===== src/rtl/assert_macros.svh =====
// assertion helpers used by the rtl core
`ifndef ASSERT_MACROS_SVH
`define ASSERT_MACROS_SVH

// condition holds at every edge outside reset
`define SSP_ASSERT_ALWAYS(lbl, clk, rst_n, cond) \
  lbl: assert property (@(posedge clk) disable iff (!rst_n) (cond)) \
    else $error("ssp assertion failed");

// consequent holds in the same cycle as the antecedent
`define SSP_ASSERT_SAME(lbl, clk, rst_n, ante, cons) \
  lbl: assert property (@(posedge clk) disable iff (!rst_n) (ante) |-> (cons)) \
    else $error("ssp assertion failed");

// consequent holds in the cycle after the antecedent
`define SSP_ASSERT_NEXT(lbl, clk, rst_n, ante, cons) \
  lbl: assert property (@(posedge clk) disable iff (!rst_n) (ante) |=> (cons)) \
    else $error("ssp assertion failed");

`endif


===== src/rtl/ssp_ram.sv =====
`timescale 1ns / 1ps
`default_nettype none

module ssp_ram #(
  parameter int WIDTH = 8,
  parameter int DEPTH = 16,
  localparam int AW = (DEPTH > 1) ? $clog2(DEPTH) : 1
) (
  input  wire logic             clk_i,
  input  wire logic             we_i,
  input  wire logic [AW-1:0]    waddr_i,
  input  wire logic [WIDTH-1:0] wdata_i,
  input  wire logic [AW-1:0]    raddr_i,
  output logic      [WIDTH-1:0] rdata_o
);

  logic [WIDTH-1:0] mem_q [DEPTH];
  logic [WIDTH-1:0] rdata_q;

  always_ff @(posedge clk_i) begin
    if (we_i) begin
      mem_q[waddr_i] <= wdata_i;
    end
    rdata_q <= mem_q[raddr_i];
  end

  assign rdata_o = rdata_q;

endmodule

`default_nettype wire


===== config.mk =====
export PLATFORM = sky130hd
export DESIGN_NAME = ssp_ram
export DESIGN_NICKNAME = d
export VERILOG_FILES = /design/src/rtl/assert_macros.svh /design/src/rtl/ssp_ram.sv
export SDC_FILE = /design/constraint.sdc
export NUM_CORES = 1
export LEC_CHECK = 0
export ABC_AREA = 1
export BUFFER_PORTS_ARGS = -buffer_cell sky130_fd_sc_hd__buf_2
export CAP_MARGIN = 15
export CORE_MARGIN = 2
export CORE_UTILIZATION = 50
export DETAILED_ROUTE_END_ITERATION = 10
export PLACE_DENSITY = 0.64
export RECOVER_POWER = 100
export SLEW_MARGIN = 20
export SYNTH_ARGS = -nofsm -noshare
export SYNTH_HDL_FRONTEND = slang
export SYNTH_SLANG_ARGS = --single-unit
export TNS_END_PERCENT = 10

===== constraint.sdc =====
create_clock -name clk_i -period 1.52 [get_ports clk_i]
set_input_delay 0.152 -clock clk_i [delete_from_list [all_inputs] [get_ports clk_i]]
set_output_delay 0.152 -clock clk_i [all_outputs]
set_load 0.02 [all_outputs]

Word-level counts from Yosys, hierarchy flattened. Memory sizes are Yosys's and may differ from the RTL's. A register that Yosys moved wholly into a read port is not among the register bits. Cells that the tools add are included.

Multiplexer cells: 2.

Operators with widths (count): 1-bit 2-to-1 mux (2).

Memory bits (writable): 128. Register bits: 0. Input port bits: 18. Logic and storage cells: 3. Output and inout bits: 8. Memories: 1.

Memories: mem_q (depth 16, bits a word 8, read ports 1, clocked after memory_dff 1, wr ports 1, RTL line ssp_ram.sv:17) `logic [WIDTH-1:0] mem_q [DEPTH];`.

Depth between registers and ports, before layout.
Word-level depth: 2. Depth in mapped cells: 8. Depth with buffers taken out: 7.

Worst setup path after synthesis. No wires, ideal clock.

Path type: input port to flip-flop. Start point: input port waddr_i[2]. End point: memory mem_q[10][0], enable pin. Cell stages on the path: 2. Data arrival time: 0.733 ns. Library setup time: 0.370 ns. Setup slack: 0.417 ns. Required time: 1.150 ns. Path buffers: 0. Cells stage by stage: nand3b_1 nor2_1.

RTL lines: from (decl) (RTL line ssp_ram.sv:11) `input wire logic [AW-1:0] waddr_i,`; to (decl) (RTL line ssp_ram.sv:17).

Straight into the memory's write port.

Final worst setup path.
Start point: register rdata_q[6] (netlist: rdata_o[6]), read port of mem_q. End point: output port rdata_o[6].

RTL lines: from (decl) (RTL line ssp_ram.sv:18) `logic [WIDTH-1:0] rdata_q;`; to (decl) (RTL line ssp_ram.sv:14) `output logic [WIDTH-1:0] rdata_o`.

No word-level cell between the ends.

==> impl_metrics.toml <==
[die]
die_height_um = 111
die_x_um = 111
start_util_pct = 50.9
dieArea_sq_mm = 0.0124
design.core.area_sq_mm = 0.0113
fp-row-count = 39
io_pins = 26

[synthesis]
synth.avg_cell_area_sq_um = 10.5
synth_warnings = 0
synth-seq-area-share_pct = 69.4
syn_nets = 569
synth_top_area_cell = "edfxtp_1"
ys_ff_latch = 136
synth_cells = 551
synth_top_area_share_pct = 66.7
synthTopCellsByArea = "edfxtp_1 67%, nand2_1 11%, nand3_1 8.4%"
ys_types = 12
syn-cell-area_sq_mm = 0.00577

[timing]
maxSlewViolCount = 0
setup_tns_ps = 0
setup_viol = 0
setup_slack_ps = 353
fmax_mhz = 857
grt_setup_unrepaired = "no"
slew_headroom_pct = 47.6
fin_skew_ps = 7.25
min_period_over_period_pct = 76.8
worst_pin_slew_ps = 786
hold_viol_final = 0
fin_crit_ps = 1170

[routing]
drtIter0Drc = 335
wl_um = 12400
num_vias = 3883
route.detailed.drc = 0
ant_nets = 0
viasPerCell = 5.15
dr.pass1.iters = 5
routedWlPerCell_um = 16.5

[critical_path]
cp.buffers_inverters = 1
crit_chain = "clkbuf_1"
slowest_stage = "dfxtp_1"
slowest_delay_ps = 360
critPathRequiredTime_ps = 1370
start_kind = "flip-flop"
crit_arrival_ps = 1020
crit_path_end_kind = "output port"
critical_path_class = "reg2out"
path_delay_family = "flip-flops"
cp_max_fo = 1

[placed_design]
dp_worst_setup_slack_ps = 303
gp_congestion = 0.799
place_area_sq_mm = 0.00615
hpwl_um = 7610
io_buffers = 25

[global_route]
grt_max_degree = 61
overflow = 0
grt_pass1_wl_um = 20100
grt_use_total_pct = 21.5
grt_antenna_before_repair = 0
grt_pass1_vias = 3794

[clock_tree]
clkSinkCount = 136
postCtsSetupBuffers = 0
cts_root_buffer = "clkbuf_16"
cts_resized = 0
cts_hold_buffers = 0
clkLatencyLatePin_ps = 410
cts_tree = "done"
numCtsBuffers = 17
clock_path_buffers = 2
clk_pin_slew_ps = 60
cts_htree_levels = 4

[cells_and_area]
drive_above_1_share_pct = 7.21
final_common_cell = "nand2_1"
fin_area_sq_mm = 0.00662
final_cell_mix = "173 x nand2_1, 128 x edfxtp_1, 100 x inv_1"
area_growth_pct = 14.9
nets = 615

[power_and_ir_drop]
p_leak_nw = 2.80
ir_drop_mv = 0.730
pwr_density_cell_mw_per_mm2 = 1300

[flow_run]
maxCapViolCount = 0

[run_status]
run_status = "complete, no violations"

[worst_hold_path]
min_path_type = "in2reg"
-- state kept, by name, indices dropped and copies added, names as in the netlist --
name     flops
rdata_o      8
mem_q      128
-- power breakdown --
part	switching [W]	internal [W]	leakage (nW)	total, W
logic	0.000372	0.000147	1.31	0.000519
registers	0.0000249	0.00420	1.22	0.00422
clock network	0.00150	0.00240	0.262	0.00390
total	0.00189	0.00675	2.80	0.00864
-- cell type report --
| cell class | count | area (sq um) |
|---|---|---|
| Fill cell | 961 | 4700 |
| Sequential cell | 136 | 4000 |
| Multi-Input combinational cell | 289 | 1210 |
| Tap cell | 143 | 179 |
| Antenna cell | 1 | 2.50 |
| Clock inverter | 12 | 130 |
| Timing Repair Buffer | 51 | 275 |
| Clock buffer | 20 | 437 |
| Inverter | 102 | 383 |
-- path summary, 6_finish.rpt --
kind                 to  cells past startpoint  slack, ps    startpoint
min          rdata_o[2]                      3        120    raddr_i[3]
max          rdata_o[6]                      1        350    rdata_o[6]
min reg2reg  rdata_o[1]                      6        650  mem_q[13][1]
max reg2reg  rdata_o[5]                      6        520   mem_q[5][5]
-- Yosys cell counts --
| cell | instances |
|---|---|
| buf_1 | 1 |
| buf_2 | 13 |
| buf_4 | 4 |
| buf_6 | 6 |
| dfxtp_1 | 8 |
| edfxtp_1 | 128 |
| inv_1 | 100 |
| inv_2 | 2 |
| nand2_1 | 173 |
| nand3_1 | 97 |
| nand3b_1 | 2 |
| nor2_1 | 17 |
-- worst min-delay path, stage by stage --
cell and delay (ps):
buf_2 180, nand3_1 110, nand2_1 40
-- cells by family (layout without fill, tap and decap cells) --
family	after synthesis	count (layout)	synth area share, %
flip-flops	136	136	69.4
AND/OR/NAND/NOR	289	289	21.0
other	0	1	0
buffers and inverters	126	185	9.52
-- routing by layer --
layer	vias to the layer above	routed length, um	GRT usage (%)
met5	-	0	0
met4	0	176	7.16
met3	11	800	4.90
met2	144	6110	35.0
met1	1865	5350	29.0
li1	1863	-	-
-- metrics by stage --
| stage | total power [W] | hold slack, ps | utilization (%) | std cells |
|---|---|---|---|---|
| floorplan | 0.00462 | 251 | - | 551 |
| global placement | 0.00482 | 539 | 54.3 | 721 |
| detailed placement | 0.00483 | 537 | 54.3 | 721 |
| CTS | 0.00870 | 107 | 59.3 | 753 |
| global route | 0.00893 | 117 | 58.5 | 753 |
| finish | 0.00864 | 121 | 58.5 | 754 |
Note: power is estimated with default switching activity, not from simulation.
