$ cat src/rtl/assert_macros.svh
// assertion helpers used by the rtl core
`ifndef ASSERT_MACROS_SVH
`define ASSERT_MACROS_SVH

// condition holds at every edge outside reset
`define SSP_ASSERT_ALWAYS(lbl, clk, rst_n, cond) \
  lbl: assert property (@(posedge clk) disable iff (!rst_n) (cond)) \
    else $error("ssp assertion failed");

// consequent holds in the same cycle as the antecedent
`define SSP_ASSERT_SAME(lbl, clk, rst_n, ante, cons) \
  lbl: assert property (@(posedge clk) disable iff (!rst_n) (ante) |-> (cons)) \
    else $error("ssp assertion failed");

// consequent holds in the cycle after the antecedent
`define SSP_ASSERT_NEXT(lbl, clk, rst_n, ante, cons) \
  lbl: assert property (@(posedge clk) disable iff (!rst_n) (ante) |=> (cons)) \
    else $error("ssp assertion failed");

`endif

$ cat src/rtl/ssp_pkg.sv
`timescale 1ns / 1ps
`default_nettype none

package ssp_pkg;

  localparam int MAX_NODES   = 64;
  localparam int MAX_EDGES   = 256;
  localparam int WEIGHT_BITS = 16;

  // fixed field widths
  localparam int NODE_W = 6;
  localparam int CNT_W  = 7;
  localparam int IN_W_W = 16;
  localparam int DIST_W = 32;

  localparam int NODE_AW = (MAX_NODES > 1) ? $clog2(MAX_NODES) : 1;
  localparam int EDGE_AW = (MAX_EDGES > 1) ? $clog2(MAX_EDGES) : 1;
  localparam int EDGE_CW = $clog2(MAX_EDGES + 1);
  localparam int EDGE_W  = 2 * NODE_W + WEIGHT_BITS;

  localparam logic [CNT_W-1:0]   NODE_CNT_RST = CNT_W'(MAX_NODES);
  localparam logic [CNT_W-1:0]   NODE_CNT_MAX = CNT_W'(MAX_NODES);
  localparam logic [EDGE_CW-1:0] EDGE_CAP     = EDGE_CW'(MAX_EDGES);

  localparam logic signed [DIST_W-1:0] DIST_UNREACH = 32'sh7FFF_FFFF;
  localparam logic signed [DIST_W:0]   SUM_HI       = 33'sh0_7FFF_FFFE;
  localparam logic signed [DIST_W:0]   SUM_LO       = 33'sh1_8000_0000;

endpackage

`default_nettype wire

$ cat src/rtl/ssp_relax.sv
`timescale 1ns / 1ps
`default_nettype none

module ssp_relax (
  input  wire logic                                   active_i,
  input  wire logic                                   reach_a_i,
  input  wire logic                                   reach_b_i,
  input  wire logic signed [ssp_pkg::DIST_W-1:0]      dist_a_i,
  input  wire logic signed [ssp_pkg::DIST_W-1:0]      dist_b_i,
  input  wire logic signed [ssp_pkg::WEIGHT_BITS-1:0] weight_i,
  output logic                                        update_o,
  output logic signed [ssp_pkg::DIST_W-1:0]           dist_o
);

  logic signed [ssp_pkg::DIST_W:0]   sum;
  logic signed [ssp_pkg::DIST_W-1:0] sat;

  always_comb begin
    sum = {dist_a_i[ssp_pkg::DIST_W-1], dist_a_i}
        + {{(ssp_pkg::DIST_W + 1 - ssp_pkg::WEIGHT_BITS){weight_i[ssp_pkg::WEIGHT_BITS-1]}},
           weight_i};
    // reachable distances stay one below the unreachable code
    priority if (sum > ssp_pkg::SUM_HI) begin
      sat = ssp_pkg::SUM_HI[ssp_pkg::DIST_W-1:0];
    end else if (sum < ssp_pkg::SUM_LO) begin
      sat = ssp_pkg::SUM_LO[ssp_pkg::DIST_W-1:0];
    end else begin
      sat = sum[ssp_pkg::DIST_W-1:0];
    end
  end

  assign update_o = active_i && reach_a_i && (!reach_b_i || (sat < dist_b_i));
  assign dist_o   = sat;

endmodule

`default_nettype wire

$ cat config.mk
export PLATFORM = sky130hd
export DESIGN_NAME = ssp_relax
export DESIGN_NICKNAME = d
export VERILOG_FILES = /design/src/rtl/assert_macros.svh /design/src/rtl/ssp_pkg.sv /design/src/rtl/ssp_relax.sv
export SDC_FILE = /design/constraint.sdc
export NUM_CORES = 1
export LEC_CHECK = 0
export ABC_AREA = 0
export BUFFER_PORTS_ARGS = -buffer_cell sky130_fd_sc_hd__buf_2
export CELL_PAD_IN_SITES_DETAIL_PLACEMENT = 1
export CELL_PAD_IN_SITES_GLOBAL_PLACEMENT = 1
export CORE_ASPECT_RATIO = 0.7
export CORE_MARGIN = 2
export CORE_UTILIZATION = 29
export DETAILED_ROUTE_END_ITERATION = 8
export PLACE_DENSITY_LB_ADDON = 0.2
export SLEW_MARGIN = 20
export SYNTH_ARGS = -nofsm -noshare
export SYNTH_HDL_FRONTEND = slang
export SYNTH_SLANG_ARGS = --single-unit
$ cat constraint.sdc
create_clock -name vclk -period 6.2
set_clock_uncertainty 0.15 [all_clocks]
set_input_delay 0.93 -clock vclk [all_inputs]
set_output_delay 0.93 -clock vclk [all_outputs]
set_load 0.05 [all_outputs]
* Yosys cells after proc, flatten, opt, wreduce, memory -nomap -nowiden
Cells that the tools add are included.
** Storage, ports and cells
- Register bits :: 0
- Bits of input ports :: 83
- Output and inout port bits :: 33
- Logic and storage cells :: 10
** Operators by class
- $add $sub $neg :: 1
- Order comparisons :: 3
- Mux-type cells :: 2
- Reduce and logical (&&, ||, !) cells :: 4
** Operators by type and width (number)
- $mux W32 :: 2
- $add A32 B16 Y33 :: 1
- $gt A33 B32 Y1 const B :: 1
- $lt A33 B32 Y1 const B :: 1
- $lt A32 B32 Y1 :: 1
- $logic_and A1 B1 Y1 :: 2
- $logic_not A1 Y1 :: 1
- $logic_or A1 B1 Y1 :: 1

* Logic depth before layout (Yosys ltp)
- Depth in word-level cells :: 7
- Gate-level depth with buffers :: 24

* Worst setup path after synthesis
OpenSTA, ideal clock, no wires.
- Path type :: input to output
- Start point :: input port dist_a_i[0] (netlist name)
- End point :: output port update_o
- Arrival :: 6.806 ns
- Setup slack :: -1.686 ns
- Cell stages on the path :: 21
- Buffers on the path :: 0
- Cells stage by stage :: ha_1 -> inv_1 -> fa_1 -> nand2b_1 -> a211o_4 -> a21oi_4 -> o211a_4 -> o2111ai_2 -> a31oi_4 -> a2bb2oi_4 -> inv_1 -> o21ai_0 -> ha_1 -> a21o_1 -> a21oi_1 -> nor2_1 -> a211oi_1 -> nand4_1 -> o21ai_0 -> nor2_1 -> a21oi_1
** Between the ends
- Cells in the longest elaborated chain, start to end :: 7
- Elaborated cells on any way between the ends :: 8
- Those cells by class :: add/sub: 1; order compare: 3; mux: 2; reduce/logical: 2
** Ends and longest elaborated chain
- start: declaration :: line ssp_relax.sv:8 : input wire logic signed [ssp_pkg::DIST_W-1:0] dist_a_i,
- $add A32 B16 Y33 (*) :: line ssp_relax.sv:20 : + {{(ssp_pkg::DIST_W + 1 - ssp_pkg::WEIGHT_BITS){weight_i[ssp_pkg::WEIGHT_BITS-1]}},
- $lt A33 B32 Y1 :: line ssp_relax.sv:25 : end else if (sum < ssp_pkg::SUM_LO) begin
- $mux W32 :: line ssp_relax.sv:25
- $mux W32 (*) :: line ssp_relax.sv:23 : priority if (sum > ssp_pkg::SUM_HI) begin
- net dist_o (one bit) :: line ssp_relax.sv:12 : output logic signed [ssp_pkg::DIST_W-1:0] dist_o
- $lt A32 B32 Y1 (*) :: line ssp_relax.sv:32 : assign update_o = active_i && reach_a_i && (!reach_b_i || (sat < dist_b_i));
- $logic_or A1 B1 Y1 (*) :: line ssp_relax.sv:32
- $logic_and A1 B1 Y1 (*) :: line ssp_relax.sv:32
- end: declaration :: line ssp_relax.sv:11 : output logic update_o,
Mark *: on every way through the listed nets, which the timed path passes. The rest lies on a longest branch.

* Worst setup path after layout
- Start point :: input port dist_a_i[0] (netlist name)
- End point :: output port update_o
** Between the ends
- Cells in the longest elaborated chain, start to end :: 7
- Elaborated cells on any way between the ends :: 8
- Those cells by class :: add/sub: 1; order compare: 3; mux: 2; reduce/logical: 2
** Ends and longest elaborated chain (line)
- $add A32 B16 Y33 (*) :: ssp_relax.sv:20
- $lt A33 B32 Y1 :: ssp_relax.sv:25
- $mux W32 :: ssp_relax.sv:25
- $mux W32 (*) :: ssp_relax.sv:23
- $lt A32 B32 Y1 (*) :: ssp_relax.sv:32
- $logic_or A1 B1 Y1 (*) :: ssp_relax.sv:32
- $logic_and A1 B1 Y1 (*) :: ssp_relax.sv:32
Mark *: on every way between the ends. The rest lies on a longest branch, timed or not.

==> summary.md <==
| Metric | Value |
|---|---|
| Gate Count Post-Synth | about 510 |
| DRT Wirelength | 15320 um |
| Combinational Power Share | 1.000 |
| Mapped Area | approximately 3600 um2 |
| Synth cell types | 77 |
| Yosys warns | 0 |
| Register area share after synthesis | 0 |
| First-pass GRT wire length | between 20000 and 25000 um |
| NetSw | just under 0.7 mW |
| FF/Latch Area | 0 um2 |
| Placed Area | between 5000 and 6000 um2 |
| DRT iter0 DRCs | 157 |
| Vias | 4742 |
| Share of layout cells above drive strength 1 | 0.4357 |
| Max incr delay on CP | 0.35 ns |
| Fin crit share | 1.002 |
| Internal power | 0.4618 mW |
| Most common cell after layout, fill and taps aside | buf_4 |
| Post-synth net total | 658 |
| Post-DRT Antenna Nets | 0 |
| Antenna diodes | 0 |
| Post-Place Cells | 901 |
| Finished Layout Cells | 908 |
| Switching power share of the total | 0.5987 |
| CP startpoint kind | input port |
| Die area | ~13000 um2 |
| Core area | 12340 um2 |
| Hold slack | ~2.3 ns |
| Status | finished with violations |
| Max-capacitance violation count | 0 |
| Nets | 895 |
| Multi-input gate area | 3618 um2 |
| Die width | 137.9 um |
| Mean routed wirelength per cell | 16.88 um |
| Clock power frac | 0 |
| Worst setup margin | -0.01485 ns |
| Hpwl dp | between 10000 and 15000 um |
| Seq pwr share | 0 |
| Hold-fix buffers at CTS | 0 |
| Gr ovfl total | 0 |
| Slew @ Worst Pin | 0.6718 ns |
| GPL Wtd Cong | around 0.91 |
| Antenna violations before repair | 0 |
| RSZ-0062 raised after global routing | yes |
| FF+latch count | 0 |
| FILL cells | roughly 1.6k |
| Crit Path Max Fanout | 4 |
| WS Path Type | in -> out |
| WP buf/inv | 7 |
| Pre-antenna DRT Iters | 4 |
| Via density | 5.222 |
| Final Hold Viols | 0 |
| Maximum VDD drop | about 180 uV |
| Tot Pwr | 1.151 mW |
| Crit path max-delay cell type | fa_2 |
| Setup Viol. Count Final | 1 |
| Failing checks | negative setup slack |
| Row count | 34 |
| PortBufs | 116 |
| Slew margin rel. | 0.5464 |
| Initial Util | 0.2950 |
| CP Capture Type | output pin |
| Final instance area | 5678 um2 |
| Leakage | 2.771 nW |
| Die H | approximately 98 um |
| Synthesized area per cell | around 7.1 um2 |
| Worst Hold Class | in -> out |
| Largest net degree at the start of global routing | 28 |
| Crit path arrival time | 5.13 ns |
| DRC Markers | 0 |
| I/O pin total | 116 |
| Commonest cells after routing, fill and taps aside | buf_4, buf_2, ha_1, inv_1, nor2_1 |
| Period minus WS final | slightly above 6 ns |
| Required time of the critical path | around 5.1 ns |
| Fmax | 160.9 MHz |
| CLK BUF | 0 |
| Synthesis-to-layout area growth | 56.00% |
| Pwr dens | 202.7 nW/um2 |
| Slew Viols, Final | 0 |
| CP top delay family | compound AO/OA/AOI/OAI gates |
| Vias in the first global route | 4831 |
| Overall routing resource usage | 0.2158 |
-- cell usage after synthesis (all sizes together) (2+ instances only) --
master	number	share of area
xnor2	12	0.031
a221oi	3	0.0072
ha	63	0.22
a22o	2	0.0048
nor3	20	0.033
o21bai	4	0.0083
o31a	2	0.0048
maj3	20	0.055
o311ai	3	0.012
nor4	6	0.012
and3	4	0.0069
nand2b	4	0.0069
nor4b	2	0.0048
nor3b	2	0.0041
a2bb2oi	2	0.0096
inv	46	0.047
o2111a	2	0.0062
nand4	13	0.022
a21oi	43	0.065
o21ba	2	0.0055
nand2	41	0.046
o2111ai	2	0.0065
and2	6	0.010
o21ai	40	0.059
o211a	2	0.0076
o21a	7	0.014
o211ai	3	0.0076
xor2	8	0.019
or3	4	0.0069
a31oi	7	0.016
a2111oi	2	0.0065
nand3	14	0.019
nor2	41	0.043
and4	5	0.012
a21o	22	0.045
nor2b	5	0.0086
a211oi	11	0.028
a211o	2	0.0072
buf	19	0.027
-- per-stage QoR --
stage / TNS, ns / utilization / setup slack (ns)
final: -0.01485 / 0.4602 / -0.01485
after CTS: -0.1313 / 0.4526 / -0.1313
after floorplan: -0.1569 / - / -0.1569
after global routing: -0.2193 / 0.4602 / -0.2193
after global placement: -0.1786 / 0.4423 / -0.1786
after detailed placement: -0.2870 / 0.4423 / -0.2870
-- worst paths after layout --
kind	from	cells past startpoint	slack (ns)	endpoint
min	weight_i[0]	4	2.28	dist_o[0]
max	dist_a_i[0]	26	-0.01	update_o
-- area by class of cell --
type               count  area share
well taps            162     0.03570
repair buffers       255      0.2959
inverters             46     0.03107
multi-input cells    445      0.6373
-- what timing repair did --
item                                    4_1_cts  5_1_grt
endpoints found under the setup margin        1        1
gates resized for setup                      16       22
pin swaps                                    12       12
setup buffers                                 5        2
gates cloned                                  0        0
-- tightest hold or removal path, cell delays in order --
cell,delay [ns]
buf_6,0.07
ha_4,0.12
and2_1,0.11
buf_2,0.25
-- routing by layer --
metal | part of all wire | vias to the layer above | global-route usage
met1 | 0.52 | 2235 | 0.3209
met3 | 0.045 | 10 | 0.008307
met5 | 0 | - | 0
li1 | - | 2382 | -
met2 | 0.43 | 115 | 0.3587
met4 | 0.0082 | 0 | 0.01648
-- kinds of logic after synthesis --
kind of cell,after synthesis,synth area share
AND/OR/NAND/NOR,170,0.2441
XOR/XNOR,20,0.05019
adder cells (fa/ha/maj),84,0.2774
AO/OA/AOI/OAI,171,0.3520
buffers and inverters,66,0.07631
-- power groups by stage --
stage / sequential, mW / combinational, mW / clock [mW]
floorplan: 0 / 0.692 / 0
CTS: 0 / 1.13 / 0
finish: 0 / 1.15 / 0
detailed placement: 0 / 1.09 / 0
global route: 0 / 1.24 / 0
global placement: 0 / 1.06 / 0
Note: power is estimated with default switching activity, not from simulation.
